==> src/rtl/assert_macros.svh <==
// ----------------------------------------------------------------------------
// Assertion macros shared by the RTL of the token lexer
// Both macros sample on clk and stay quiet while rst_n is low.
// ----------------------------------------------------------------------------
`ifndef ASSERT_MACROS_SVH
`define ASSERT_MACROS_SVH

`ifndef SYNTHESIS
// Check a property at every clock edge out of reset.
`define CTL_ASSERT(lbl, prop, msg) \
  lbl: assert property (@(posedge clk) disable iff (!rst_n) (prop)) else $error(msg);
// Check that cons holds in the cycle after trig.
`define CTL_ASSERT_NEXT(lbl, trig, cons, msg) \
  lbl: assert property (@(posedge clk) disable iff (!rst_n) (trig) |=> (cons)) else $error(msg);
`else
`define CTL_ASSERT(lbl, prop, msg)
`define CTL_ASSERT_NEXT(lbl, trig, cons, msg)
`endif

`endif

==> src/rtl/ctl_pkg.sv <==
// ----------------------------------------------------------------------------
// ctl_pkg
// Types, codes and character helpers for the C token lexer.
// ----------------------------------------------------------------------------
package ctl_pkg;

  localparam int IDENT_CAPACITY_DEF = 32;

  typedef struct packed {
    logic [7:0] ch;
    logic       end_of_input;
  } in_item_t;

  typedef struct packed {
    logic [2:0]  token_kind;
    logic [31:0] token_value;
    logic [3:0]  error_code;
    logic        last;
  } out_item_t;

  // token kinds
  localparam logic [2:0] TK_NAME_CHAR = 3'd0;
  localparam logic [2:0] TK_INT       = 3'd1;
  localparam logic [2:0] TK_CHAR      = 3'd2;
  localparam logic [2:0] TK_END       = 3'd3;
  localparam logic [2:0] TK_ERROR     = 3'd4;

  // error codes
  localparam logic [3:0] E_BAD_HEX     = 4'd0;
  localparam logic [3:0] E_IDENT_LONG  = 4'd1;
  localparam logic [3:0] E_EOF_IDENT   = 4'd2;
  localparam logic [3:0] E_EOF_ZERO    = 4'd3;
  localparam logic [3:0] E_EOF_HEX0    = 4'd4;
  localparam logic [3:0] E_EOF_HEXESC  = 4'd5;
  localparam logic [3:0] E_EOF_ESC     = 4'd6;
  localparam logic [3:0] E_EOF_CHAR    = 4'd7;
  localparam logic [3:0] E_NO_QUOTE    = 4'd8;
  localparam logic [3:0] E_UNKNOWN     = 4'd9;
  localparam logic [3:0] E_STRING      = 4'd10;

  // scanner modes
  typedef enum logic [3:0] {
    M_IDLE  = 4'd0,
    M_IDENT = 4'd1,
    M_ZERO  = 4'd2,
    M_OCT   = 4'd3,
    M_DEC   = 4'd4,
    M_HEX0  = 4'd5,
    M_HEX   = 4'd6,
    M_CH0   = 4'd7,
    M_ESC   = 4'd8,
    M_XH1   = 4'd9,
    M_XH2   = 4'd10,
    M_CLOSE = 4'd11,
    M_HALT  = 4'd12
  } mode_t;

  // output sequencer
  typedef enum logic [2:0] {
    SQ_IN   = 3'd0,
    SQ_FRD  = 3'd1,
    SQ_FOUT = 3'd2,
    SQ_RA   = 3'd3,
    SQ_RB   = 3'd4
  } seq_t;

  // character codes
  localparam logic [7:0] CASE_BIT  = 8'h20;
  localparam logic [7:0] CH_TAB    = 8'h09;
  localparam logic [7:0] CH_NL     = 8'h0A;
  localparam logic [7:0] CH_CR     = 8'h0D;
  localparam logic [7:0] CH_SPACE  = 8'h20;
  localparam logic [7:0] CH_DQUOTE = 8'h22;
  localparam logic [7:0] CH_SQUOTE = 8'h27;
  localparam logic [7:0] CH_0      = 8'h30;
  localparam logic [7:0] CH_7      = 8'h37;
  localparam logic [7:0] CH_9      = 8'h39;
  localparam logic [7:0] CH_UA     = 8'h41;
  localparam logic [7:0] CH_UF     = 8'h46;
  localparam logic [7:0] CH_UX     = 8'h58;
  localparam logic [7:0] CH_UZ     = 8'h5A;
  localparam logic [7:0] CH_BSLASH = 8'h5C;
  localparam logic [7:0] CH_UNDER  = 8'h5F;
  localparam logic [7:0] CH_A_LC   = 8'h61;
  localparam logic [7:0] CH_B_LC   = 8'h62;
  localparam logic [7:0] CH_F_LC   = 8'h66;
  localparam logic [7:0] CH_N_LC   = 8'h6E;
  localparam logic [7:0] CH_R_LC   = 8'h72;
  localparam logic [7:0] CH_T_LC   = 8'h74;
  localparam logic [7:0] CH_V_LC   = 8'h76;
  localparam logic [7:0] CH_X_LC   = 8'h78;
  localparam logic [7:0] HEX_LETTER_BASE = 8'd10;

  function automatic logic [7:0] upper_of(input logic [7:0] c);
    return c & ~CASE_BIT;
  endfunction

  function automatic logic is_space(input logic [7:0] c);
    return c inside {CH_NL, CH_CR, CH_TAB, CH_SPACE};
  endfunction

  function automatic logic is_digit(input logic [7:0] c);
    return c inside {[CH_0:CH_9]};
  endfunction

  function automatic logic is_oct(input logic [7:0] c);
    return c inside {[CH_0:CH_7]};
  endfunction

  function automatic logic is_hex(input logic [7:0] c);
    return is_digit(c) || (upper_of(c) inside {[CH_UA:CH_UF]});
  endfunction

  function automatic logic is_ident_start(input logic [7:0] c);
    return (upper_of(c) inside {[CH_UA:CH_UZ]}) || (c == CH_UNDER);
  endfunction

  function automatic logic is_ident_body(input logic [7:0] c);
    return is_ident_start(c) || is_digit(c);
  endfunction

  function automatic logic [3:0] hex_val(input logic [7:0] c);
    logic [7:0] t;
    if (is_digit(c)) begin
      t = c - CH_0;
    end else begin
      t = upper_of(c) - CH_UA + HEX_LETTER_BASE;
    end
    return t[3:0];
  endfunction

  function automatic logic [7:0] esc_val(input logic [7:0] c);
    logic [7:0] v;
    case (c)
      CH_A_LC: v = 8'd7;
      CH_B_LC: v = 8'd8;
      CH_T_LC: v = 8'd9;
      CH_N_LC: v = 8'd10;
      CH_V_LC: v = 8'd11;
      CH_F_LC: v = 8'd12;
      CH_R_LC: v = 8'd13;
      CH_0:    v = 8'd0;
      default: v = c;
    endcase
    return v;
  endfunction

  function automatic out_item_t err_res(input logic [3:0] code);
    out_item_t r;
    r.token_kind  = TK_ERROR;
    r.token_value = '0;
    r.error_code  = code;
    r.last        = 1'b0;
    return r;
  endfunction

  function automatic out_item_t tok_res(input logic [2:0] kind, input logic [31:0] value);
    out_item_t r;
    r.token_kind  = kind;
    r.token_value = value;
    r.error_code  = '0;
    r.last        = 1'b0;
    return r;
  endfunction

endpackage

==> src/rtl/c_token_lexer.sv <==
// ----------------------------------------------------------------------------
// c_token_lexer: streaming C tokenizer, one source byte per transfer
// Each identifier char of a flush is read from the identifier buffer memory
// and then sent; input is held off until every result of an item is out.
// Synchronous active-low reset returns the scanner to idle; the identifier
// buffer is not cleared, it is always written before it is read.
// ----------------------------------------------------------------------------
`include "assert_macros.svh"

module c_token_lexer
  import ctl_pkg::*;
#(
  parameter int IDENT_CAPACITY = IDENT_CAPACITY_DEF
) (
  input  logic      clk,
  input  logic      rst_n,
  input  logic      in_valid,
  output logic      in_ready,
  input  in_item_t  in_data,
  output logic      out_valid,
  input  logic      out_ready,
  output out_item_t out_data
);

  localparam int LW = $clog2(IDENT_CAPACITY);

  // scanner state
  mode_t       mode_r, mode_nxt;
  logic [31:0] acc_r, acc_nxt;
  logic [LW-1:0] len_r, len_nxt;
  logic [7:0]  lit_r, lit_nxt;

  // identifier buffer memory
  logic [7:0]    ident_mem [IDENT_CAPACITY];
  logic [7:0]    rd_data_r;
  logic          mem_re;
  logic          mem_we;
  logic [LW-1:0] mem_wa;
  logic [7:0]    mem_wd;

  // sequencer and pending results
  seq_t          seq_r, seq_nxt;
  out_item_t     ra_r, rb_r;
  logic          ra_v_r, rb_v_r;
  logic [LW-1:0] fl_len_r, fl_idx_r;
  logic          wr_pend_r;
  logic [7:0]    wr_pend_data_r;

  // output register
  logic      out_valid_r;
  out_item_t out_data_r;
  out_item_t out_nxt;
  logic      load_out;
  logic      out_free;

  // decode of the accepted item
  logic          in_acc;
  logic          dec_flush;
  logic          ra_v, rb_v;
  out_item_t     ra, rb;
  logic          ts;
  logic          ts_wr;
  logic          wr_body;
  logic          wr_now;
  logic [LW-1:0] wr_addr;
  logic          tres_v;
  out_item_t     tres;
  logic [7:0]    c;
  logic          eoi;
  logic [7:0]    dig;
  logic          fl_final;
  logic          flush_end;

  assign c        = in_data.ch;
  assign eoi      = in_data.end_of_input;
  assign dig      = c - CH_0;
  assign in_ready = (seq_r == SQ_IN);
  assign in_acc   = in_valid && in_ready;
  assign out_free = !out_valid_r || out_ready;
  assign fl_final = (fl_idx_r == fl_len_r - LW'(1));
  assign flush_end = (seq_r == SQ_FOUT) && out_free && fl_final;

  assign out_valid = out_valid_r;
  assign out_data  = out_data_r;

  // --------------------------------------------------------------------------
  // Scanner decode: next mode, accumulators and up to two non-identifier
  // results. An identifier flush, if any, goes out before those results.
  // --------------------------------------------------------------------------
  always_comb begin
    mode_nxt  = mode_r;
    acc_nxt   = acc_r;
    len_nxt   = len_r;
    lit_nxt   = lit_r;
    dec_flush = 1'b0;
    ra_v      = 1'b0;
    rb_v      = 1'b0;
    ra        = '0;
    rb        = '0;
    ts        = 1'b0;
    ts_wr     = 1'b0;
    wr_body   = 1'b0;
    tres_v    = 1'b0;
    tres      = '0;

    case (mode_r)
      M_IDLE: begin
        ts = 1'b1;
      end
      M_IDENT: begin
        if (eoi) begin
          ra_v = 1'b1; ra = err_res(E_EOF_IDENT); mode_nxt = M_HALT;
        end else if (is_ident_body(c)) begin
          if (len_r >= LW'(IDENT_CAPACITY - 1)) begin
            ra_v = 1'b1; ra = err_res(E_IDENT_LONG); mode_nxt = M_HALT;
          end else begin
            wr_body = 1'b1;
            len_nxt = len_r + LW'(1);
          end
        end else begin
          // the identifier ends here: flush it, then restart on this byte
          dec_flush = 1'b1;
          ts        = 1'b1;
        end
      end
      M_ZERO: begin
        if (eoi) begin
          ra_v = 1'b1; ra = err_res(E_EOF_ZERO); mode_nxt = M_HALT;
        end else if (upper_of(c) == CH_UX) begin
          mode_nxt = M_HEX0;
        end else if (is_oct(c)) begin
          acc_nxt  = 32'(dig);
          mode_nxt = M_OCT;
        end else begin
          ra_v = 1'b1; ra = tok_res(TK_INT, acc_r); ts = 1'b1;
        end
      end
      M_OCT: begin
        if (!eoi && is_oct(c)) begin
          acc_nxt = {acc_r[28:0], 3'b000} + 32'(dig);
        end else begin
          ra_v = 1'b1; ra = tok_res(TK_INT, acc_r); ts = 1'b1;
        end
      end
      M_DEC: begin
        if (!eoi && is_digit(c)) begin
          acc_nxt = 32'(acc_r * 32'd10) + 32'(dig);
        end else begin
          ra_v = 1'b1; ra = tok_res(TK_INT, acc_r); ts = 1'b1;
        end
      end
      M_HEX0, M_HEX: begin
        if (eoi && (mode_r == M_HEX0)) begin
          ra_v = 1'b1; ra = err_res(E_EOF_HEX0); mode_nxt = M_HALT;
        end else if (!eoi && is_hex(c)) begin
          acc_nxt  = {acc_r[27:0], hex_val(c)};
          mode_nxt = M_HEX;
        end else begin
          ra_v = 1'b1; ra = tok_res(TK_INT, acc_r); ts = 1'b1;
        end
      end
      M_CH0: begin
        if (eoi) begin
          ra_v = 1'b1; ra = err_res(E_EOF_CHAR); mode_nxt = M_HALT;
        end else if (c == CH_BSLASH) begin
          mode_nxt = M_ESC;
        end else begin
          lit_nxt  = c;
          mode_nxt = M_CLOSE;
        end
      end
      M_ESC: begin
        if (eoi) begin
          ra_v = 1'b1; ra = err_res(E_EOF_ESC); mode_nxt = M_HALT;
        end else if (c == CH_X_LC) begin
          mode_nxt = M_XH1;
        end else begin
          lit_nxt  = esc_val(c);
          mode_nxt = M_CLOSE;
        end
      end
      M_XH1: begin
        if (eoi) begin
          ra_v = 1'b1; ra = err_res(E_EOF_HEXESC); mode_nxt = M_HALT;
        end else begin
          lit_nxt  = c;
          mode_nxt = M_XH2;
        end
      end
      M_XH2: begin
        if (eoi) begin
          ra_v = 1'b1; ra = err_res(E_EOF_HEXESC); mode_nxt = M_HALT;
        end else if (!is_hex(lit_r) || !is_hex(c)) begin
          ra_v = 1'b1; ra = err_res(E_BAD_HEX); mode_nxt = M_HALT;
        end else begin
          lit_nxt  = {hex_val(lit_r), hex_val(c)};
          mode_nxt = M_CLOSE;
        end
      end
      M_CLOSE: begin
        if (eoi) begin
          ra_v = 1'b1; ra = err_res(E_EOF_CHAR); mode_nxt = M_HALT;
        end else if (c != CH_SQUOTE) begin
          ra_v = 1'b1; ra = err_res(E_NO_QUOTE); mode_nxt = M_HALT;
        end else begin
          ra_v = 1'b1; ra = tok_res(TK_CHAR, 32'(lit_r)); mode_nxt = M_IDLE;
        end
      end
      default: begin
        // halted: swallow every item until reset
      end
    endcase

    // start of a new token on the current byte
    if (ts) begin
      mode_nxt = M_IDLE;
      if (eoi) begin
        tres_v = 1'b1; tres = tok_res(TK_END, '0);
      end else if (is_space(c)) begin
        tres_v = 1'b0;
      end else if (is_ident_start(c)) begin
        ts_wr    = 1'b1;
        len_nxt  = LW'(1);
        mode_nxt = M_IDENT;
      end else if (is_digit(c)) begin
        acc_nxt  = 32'(dig);
        mode_nxt = (c == CH_0) ? M_ZERO : M_DEC;
      end else if (c == CH_DQUOTE) begin
        tres_v = 1'b1; tres = err_res(E_STRING); mode_nxt = M_HALT;
      end else if (c == CH_SQUOTE) begin
        mode_nxt = M_CH0;
      end else begin
        tres_v = 1'b1; tres = err_res(E_UNKNOWN); mode_nxt = M_HALT;
      end
      if (tres_v) begin
        if (ra_v) begin
          rb_v = 1'b1; rb = tres;
        end else begin
          ra_v = 1'b1; ra = tres;
        end
      end
    end

    // a new identifier's first byte waits until the old one is flushed
    wr_now  = wr_body || (ts_wr && !dec_flush);
    wr_addr = ts_wr ? '0 : len_r;
  end

  // --------------------------------------------------------------------------
  // Output sequencer: flush identifier chars (read, then send), then the
  // first and second pending results. Input is held off until all are out.
  // --------------------------------------------------------------------------
  always_comb begin
    seq_nxt  = seq_r;
    mem_re   = 1'b0;
    load_out = 1'b0;
    out_nxt  = ra_r;
    case (seq_r)
      SQ_IN: begin
        if (in_acc) begin
          if (dec_flush) begin
            seq_nxt = SQ_FRD;
          end else if (ra_v) begin
            seq_nxt = SQ_RA;
          end
        end
      end
      SQ_FRD: begin
        mem_re  = 1'b1;
        seq_nxt = SQ_FOUT;
      end
      SQ_FOUT: begin
        out_nxt      = tok_res(TK_NAME_CHAR, 32'(rd_data_r));
        out_nxt.last = fl_final && !ra_v_r;
        if (out_free) begin
          load_out = 1'b1;
          if (fl_final) begin
            seq_nxt = ra_v_r ? SQ_RA : SQ_IN;
          end else begin
            seq_nxt = SQ_FRD;
          end
        end
      end
      SQ_RA: begin
        out_nxt      = ra_r;
        out_nxt.last = !rb_v_r;
        if (out_free) begin
          load_out = 1'b1;
          seq_nxt  = rb_v_r ? SQ_RB : SQ_IN;
        end
      end
      SQ_RB: begin
        out_nxt      = rb_r;
        out_nxt.last = 1'b1;
        if (out_free) begin
          load_out = 1'b1;
          seq_nxt  = SQ_IN;
        end
      end
      default: begin
        seq_nxt = SQ_IN;
      end
    endcase
  end

  // Write either the byte just accepted or the held first byte of the next
  // identifier; the two never fall in the same cycle.
  assign mem_we = (in_acc && wr_now) || (flush_end && wr_pend_r);
  assign mem_wa = in_acc ? wr_addr : '0;
  assign mem_wd = in_acc ? c : wr_pend_data_r;

  always_ff @(posedge clk) begin
    if (mem_we) begin
      ident_mem[mem_wa] <= mem_wd;
    end
    if (mem_re) begin
      rd_data_r <= ident_mem[fl_idx_r];
    end
  end

  // control state
  always_ff @(posedge clk) begin
    if (!rst_n) begin
      seq_r       <= SQ_IN;
      mode_r      <= M_IDLE;
      acc_r       <= '0;
      len_r       <= '0;
      lit_r       <= '0;
      ra_v_r      <= 1'b0;
      rb_v_r      <= 1'b0;
      wr_pend_r   <= 1'b0;
      out_valid_r <= 1'b0;
    end else begin
      seq_r <= seq_nxt;
      if (in_acc) begin
        mode_r    <= mode_nxt;
        acc_r     <= acc_nxt;
        len_r     <= len_nxt;
        lit_r     <= lit_nxt;
        ra_v_r    <= ra_v;
        rb_v_r    <= rb_v;
        wr_pend_r <= ts_wr && dec_flush;
      end else if (flush_end) begin
        wr_pend_r <= 1'b0;
      end
      // hold the result until the far side takes it
      if (load_out) begin
        out_valid_r <= 1'b1;
      end else if (out_ready) begin
        out_valid_r <= 1'b0;
      end
    end
  end

  // payload
  always_ff @(posedge clk) begin
    if (in_acc) begin
      ra_r           <= ra;
      rb_r           <= rb;
      fl_len_r       <= len_r;
      fl_idx_r       <= '0;
      wr_pend_data_r <= c;
    end else if ((seq_r == SQ_FOUT) && out_free && !fl_final) begin
      fl_idx_r <= fl_idx_r + LW'(1);
    end
    if (load_out) begin
      out_data_r <= out_nxt;
    end
  end

  // --------------------------------------------------------------------------
  // Assertions
  // --------------------------------------------------------------------------
  `CTL_ASSERT(a_flush_in_range, (seq_r == SQ_FOUT) |-> (fl_idx_r < fl_len_r), "flush index out of range")
  `CTL_ASSERT(a_err_halts, (out_valid_r && (out_data_r.token_kind == TK_ERROR)) |-> (mode_r == M_HALT), "error sent but scanner not halted")
  `CTL_ASSERT(a_pend_in_flush, wr_pend_r |-> ((seq_r == SQ_FRD) || (seq_r == SQ_FOUT)), "held write outside flush")
  `CTL_ASSERT_NEXT(a_halt_silent, in_acc && (mode_r == M_HALT), (seq_r == SQ_IN) && (mode_r == M_HALT), "halted scanner produced work")

endmodule
==> config.mk <==
export PLATFORM = sky130hd
export DESIGN_NAME = c_token_lexer
export DESIGN_NICKNAME = d
export VERILOG_FILES = /design/src/rtl/ctl_pkg.sv /design/src/rtl/c_token_lexer.sv
export VERILOG_INCLUDE_DIRS = /design/src /design/src/rtl
export SDC_FILE = /design/constraint.sdc
export NUM_CORES = 1
export LEC_CHECK = 0
export ABC_AREA = 1
export CORE_ASPECT_RATIO = 1.25
export CORE_MARGIN = 5
export CORE_UTILIZATION = 40
export DETAILED_ROUTE_END_ITERATION = 16
export DONT_BUFFER_PORTS = 1
export HOLD_SLACK_MARGIN = 0.15
export PLACE_DENSITY = 0.52
export SYNTH_ARGS = -nofsm -noshare
export SYNTH_HDL_FRONTEND = slang
export SYNTH_SLANG_ARGS = --single-unit
==> constraint.sdc <==
create_clock -name clk -period 3.7 [get_ports clk]
set_input_delay 0.37 -clock clk [delete_from_list [all_inputs] [get_ports clk]]
set_output_delay 0.37 -clock clk [all_outputs]
set_load 0.01 [all_outputs]
[Word-level counts from Yosys, hierarchy flattened]
Memories as Yosys holds them, arrays and structs flattened. A register that Yosys moved wholly into a read port is not among the register bits.
Index checks and enable logic that the tools add are counted.
Storage, ports and cells
  memories: 1
  flip-flop bits (word level): 193
  input port bits: 13
  RAM bits: 256
  output and inout bits: 42
Operators by class
  $add $sub $neg: 11
  magnitude comparators: 11
  multipliers: 1
  muxes and demuxes: 148
  reductions and logical operators: 49
  eq/ne operators: 51
Memories
  ident_mem: depth 32, width 8, read ports 1, clocked after memory_dff 1, write ports 1, RTL line c_token_lexer.sv:34  | logic [7:0] ident_mem [IDENT_CAPACITY];
Operators with widths (count)
  40-bit two-way mux: 21
  40-bit case mux with 10 select lines: 1
  32-bit two-way mux: 12
  38-bit two-way mux: 5
  32-bit case mux with 4 select lines: 1
  40-bit case mux with 3 select lines: 1
  8-bit by 7-bit equality test with 1-bit output (second input constant): 10
  4-bit two-way mux: 19
  32-bit by 8-bit adder with 32-bit output: 2
  8-bit two-way mux: 8
  8-bit case mux with 8 select lines: 1
  5-bit two-way mux: 10
  1-bit two-way mux: 47
  3-bit two-way mux: 13
  8-bit by 6-bit equality test with 1-bit output (second input constant): 4
  32-bit by 3-bit multiplier with 31-bit output (second input constant): 1
  4-bit case mux with 8 select lines: 1
  8-bit case mux with 4 select lines: 1
  8-bit by 4-bit equality test with 1-bit output (second input constant): 3
  8-bit by 6-bit <= comparator with 1-bit output (second input constant): 3
  8-bit by 7-bit <= comparator with 1-bit output (second input constant): 3
  2-bit != test (second input constant): 10
  1-bit logical AND: 19
  4-bit by 3-bit equality test with 1-bit output (second input constant): 4
  other kinds (38): 71

[Depth between registers and ports, before layout]
  depth in word-level cells: 14
  gate-level depth with buffers: 23

[Worst setup path after synthesis]
Ideal clock, no wire load.
  path kind: register -> register
  start: register seq_r[1]
  end: register ra_v_r
  setup slack: 0.321 ns
  arrival time: 3.255 ns
  path buffers: 2
  cell stages (with the launch flop): 11
  library setup time: 0.124 ns
  required time: 3.576 ns
  path through: dfxtp_1 > nor2_1 > inv_1 > nor2_1 > inv_2 > nor2_2 > buf_2 > clkbuf_1 > nand3_1 > o211ai_1 > inv_1
On the way
  word-level cells in the longest chain between the ends: 2
RTL lines
  start: declaration: RTL line c_token_lexer.sv:42  | seq_t seq_r, seq_nxt;
  start signal: assignment: RTL line c_token_lexer.sv:334  | seq_r <= seq_nxt;
  3-bit zero test: RTL line c_token_lexer.sv:77  | assign in_ready = (seq_r == SQ_IN);
  net in_ready: RTL line c_token_lexer.sv:18  | output logic in_ready,
  1-bit logical AND: RTL line c_token_lexer.sv:78  | assign in_acc = in_valid && in_ready;
  net in_acc: RTL line c_token_lexer.sv:57  | logic in_acc;
  end signal: assignment: RTL line c_token_lexer.sv:340  | ra_v_r <= ra_v;
  end: declaration: RTL line c_token_lexer.sv:44  | logic ra_v_r, rb_v_r;
The timed path passes the listed nets, and every way through them passes these cells.
A chain may end at the register's enable or synchronous reset.

[Worst setup path after layout]
  start: register acc_r[3]
  end: register acc_r[28]
On the way
  word-level cells in the longest chain between the ends: 9
  elaborated cells between the ends (all ways): 11
  those cells by class: add/sub (2); mul (1); mux (8)
RTL lines
  start: declaration: RTL line c_token_lexer.sv:29  | logic [31:0] acc_r, acc_nxt;
  start signal: assignment: RTL line c_token_lexer.sv:337  | acc_r <= acc_nxt;
  32-bit by 3-bit multiplier with 31-bit output: RTL line c_token_lexer.sv:147  | acc_nxt = 32'(acc_r * 32'd10) + 32'(dig);
  32-bit by 8-bit adder with 32-bit output: RTL line c_token_lexer.sv:147
  32-bit two-way mux: RTL line c_token_lexer.sv:146  | if (!eoi && is_digit(c)) begin
  32-bit case mux with 4 select lines (*): RTL line c_token_lexer.sv:106  | case (mode_r)
  32-bit two-way mux: RTL line c_token_lexer.sv:225  | end else if (is_digit(c)) begin
  32-bit two-way mux: RTL line c_token_lexer.sv:221  | end else if (is_ident_start(c)) begin
  32-bit two-way mux: RTL line c_token_lexer.sv:219  | end else if (is_space(c)) begin
  32-bit two-way mux: RTL line c_token_lexer.sv:217  | if (eoi) begin
  32-bit two-way mux (*): RTL line c_token_lexer.sv:215  | if (ts) begin
Every way passes the cells marked *; elsewhere a longest branch is shown, timed or not.

==> impl_metrics.toml <==
[route]
vias = 19570
firstDrtPassIters = 5
viasPerCell = 5.485
drt_iter0_drc = 1408
final_antenna_net_count = 0
wire_per_inst_um = 20.43
remaining_drc_errors = 0
drt-total-wl_um = 72880

[cts]
cts_max_path_buffers = 3
cts_root_buf = "clkbuf_16"
clock_latency_ps = 590
cts_sinks = 421
cts_max_level = 2
path_clk_slew_ps = 70
cts_buffers = 45
tritoncts = "yes"

[floorplanning]
initial_utilization_pct = 40.45
fp.dieH_um = 279.0
io_pins = 55
dieWidth_um = 225.2
core_um2 = 57260
rows = 98
dieArea_um2 = 62850

[power_and_ir_drop]
powerDensity_nw_per_um2 = 607.2
ir_drop_mv = 0.4437
p_leak_nw = 10.28

[global_route]
grt_pass1_wl_um = 111800
grt_antenna_before_repair = 0
grt_max_degree = 130
grt_overflow_total = 0
grt_pass1_vias = 19130
track_usage_pct = 22.61

[sta]
fin_tns_setup_ps = 0
slew_headroom_pct = 21.84
slew_violations = 0
rsz0062_at_grt = "no"
fin_skew_ps = 20.13
finalHoldViolCount = 0
setup_violations = 0
worst_pin_slew_ps = 1171
fin_crit_ps = 3386
finalCritPeriodShare_pct = 91.50
fmax_mhz = 295.4

[yosys]
ys_seq_area_share_pct = 51.60
syn-instance-count = 2688
ys_async_sr_fraction_pct = 0
syn_avg_cell_area_um2 = 8.617
synth-edff-count = 352
netlist_area_um2 = 23160
synth_cell_types = 58
ys_warn_count = 0
synthFlopType = "edfxtp_1"
ys_ff_latch = 421

[finish]
antenna_cells = 0
fin_area_um2 = 26360
final_common_cell = "nand2_1"
fillers = 5566
nNetsFinal = 2882
drive_above_1_share_pct = 9.901
layout_common_cells = "nand2_1, edfxtp_1, nor2_1"
area_delta_synth_final_pct = 13.81

[worst_setup_path]
required_ps = 4110
critical_path_class = "register to register"
critPathMaxFanout = 7
endpoint_kind = "register"
worstPathArrival_ps = 3800
start_kind = "register"

[placement]
gp_congestion = 0.9223
port_buffers = 0
hpwl_um = 52430
placed_cell_area_um2 = 24710

[min_path]
hp-class = "primary input to register"

[run]
cap_violations = 0

[run_status]
status = "finished clean"
==> sequential cells by signal (all words and copies together), names as in the netlist, 8 cells and up <==
| signal | flops |
|---|---|
| out_data | 40 |
| rd_data_r | 8 |
| lit_r | 8 |
| ident_mem | 256 |
| acc_r | 32 |
| wr_pend_data_r | 8 |
| ra_r | 39 |
==> cells in the mapped netlist, drive strengths merged (43+ instances only) <==
master	instances	area share (%)
nand2	575	9.6
a21oi	101	2.2
clkbuf	75	1.2
dfxtp	69	6.0
nand3	158	3.8
inv	318	5.2
nor3	43	0.93
ha	84	4.5
o21ai	262	5.7
nand4	48	1.4
edfxtp	352	46
o22ai	51	1.4
nor2	376	6.4
==> through the flow <==
step,setup slack [ps],instances,hold slack [ps],total power [mW],util (%)
final,314.3,3568,222.4,16.01,46.04
after global routing,2.514,3568,227.7,16.84,46.04
after CTS,65.37,3566,172.8,16.13,45.93
after detailed placement,84.82,3471,439.5,11.55,43.16
after global placement,74.13,3471,437.5,11.51,43.16
after floorplan,321.4,2695,429.7,9.608,-
==> cells by family after synthesis <==
family | Yosys count | synth area share, %
AO/OA/AOI/OAI | 526 | 13.06
XOR/XNOR | 22 | 0.8319
adder cells (fa/ha/maj) | 87 | 4.797
buffers and inverters | 406 | 6.806
flip-flops | 421 | 51.60
other | 1 | 0.01619
AND/OR/NAND/NOR | 1225 | 22.89
==> worst max-delay path: stages (launching register included) <==
cell and delay [ps]:
dfxtp_1 320, buf_4 140, ha_1 290, ha_2 340, nand2_1 90, nand3_1 120, xor2_1 170, ha_1 320
nand2_1 80, nor2_1 90, nand3_1 80, nand3_1 90, nand2_1 70, inv_2 80, nand2_1 90, nor2_4 150
buf_4 150, inv_1 40, nor2_1 140, nand3_1 90, nand3_1 90, nand3_1 70, nand2_1 60, a21oi_1 50
==> cell type report <==
type,count,area (µm²),area share (%)
Tap cell,750,938.4,3.560
Timing Repair Buffer,126,1039,3.939
Multi-Input combinational cell,1868,9753,37.00
Sequential cell,421,11960,45.36
Inverter,320,1209,4.585
Clock buffer,54,1180,4.476
Clock inverter,29,286.5,1.087
==> per-layer routing <==
layer,track usage (%),routed length [µm]
met3,2.839,3436
met2,39.48,36250
met1,28.83,30360
met5,0,0
met4,8.150,2836
==> path summary, 6_finish.rpt <==
| check | start | endpoint | slack (ps) | depth (start not counted) |
|---|---|---|---|---|
| max | acc_r[3] | acc_r[28] | 310 | 23 |
| min | in_data[3] | lit_r[2] | 220 | 4 |
| max reg2reg | acc_r[3] | acc_r[28] | 310 | 23 |
| min reg2reg | wr_pend_r | wr_pend_r | 450 | 2 |
==> where the power goes <==
group          switching (mW)  internal [mW]
clock                    1.95           2.58
combinational            3.53           1.32
sequential              0.406           6.23
total                    5.89           10.1
==> what timing repair did <==
item	CTS	global route
hold endpoints to repair	40	0
setup buffers	0	2
hold buffers	12	0
gates resized for setup	0	13
endpoints found under the setup margin	0	13
(Power assumes the default switching activity.)
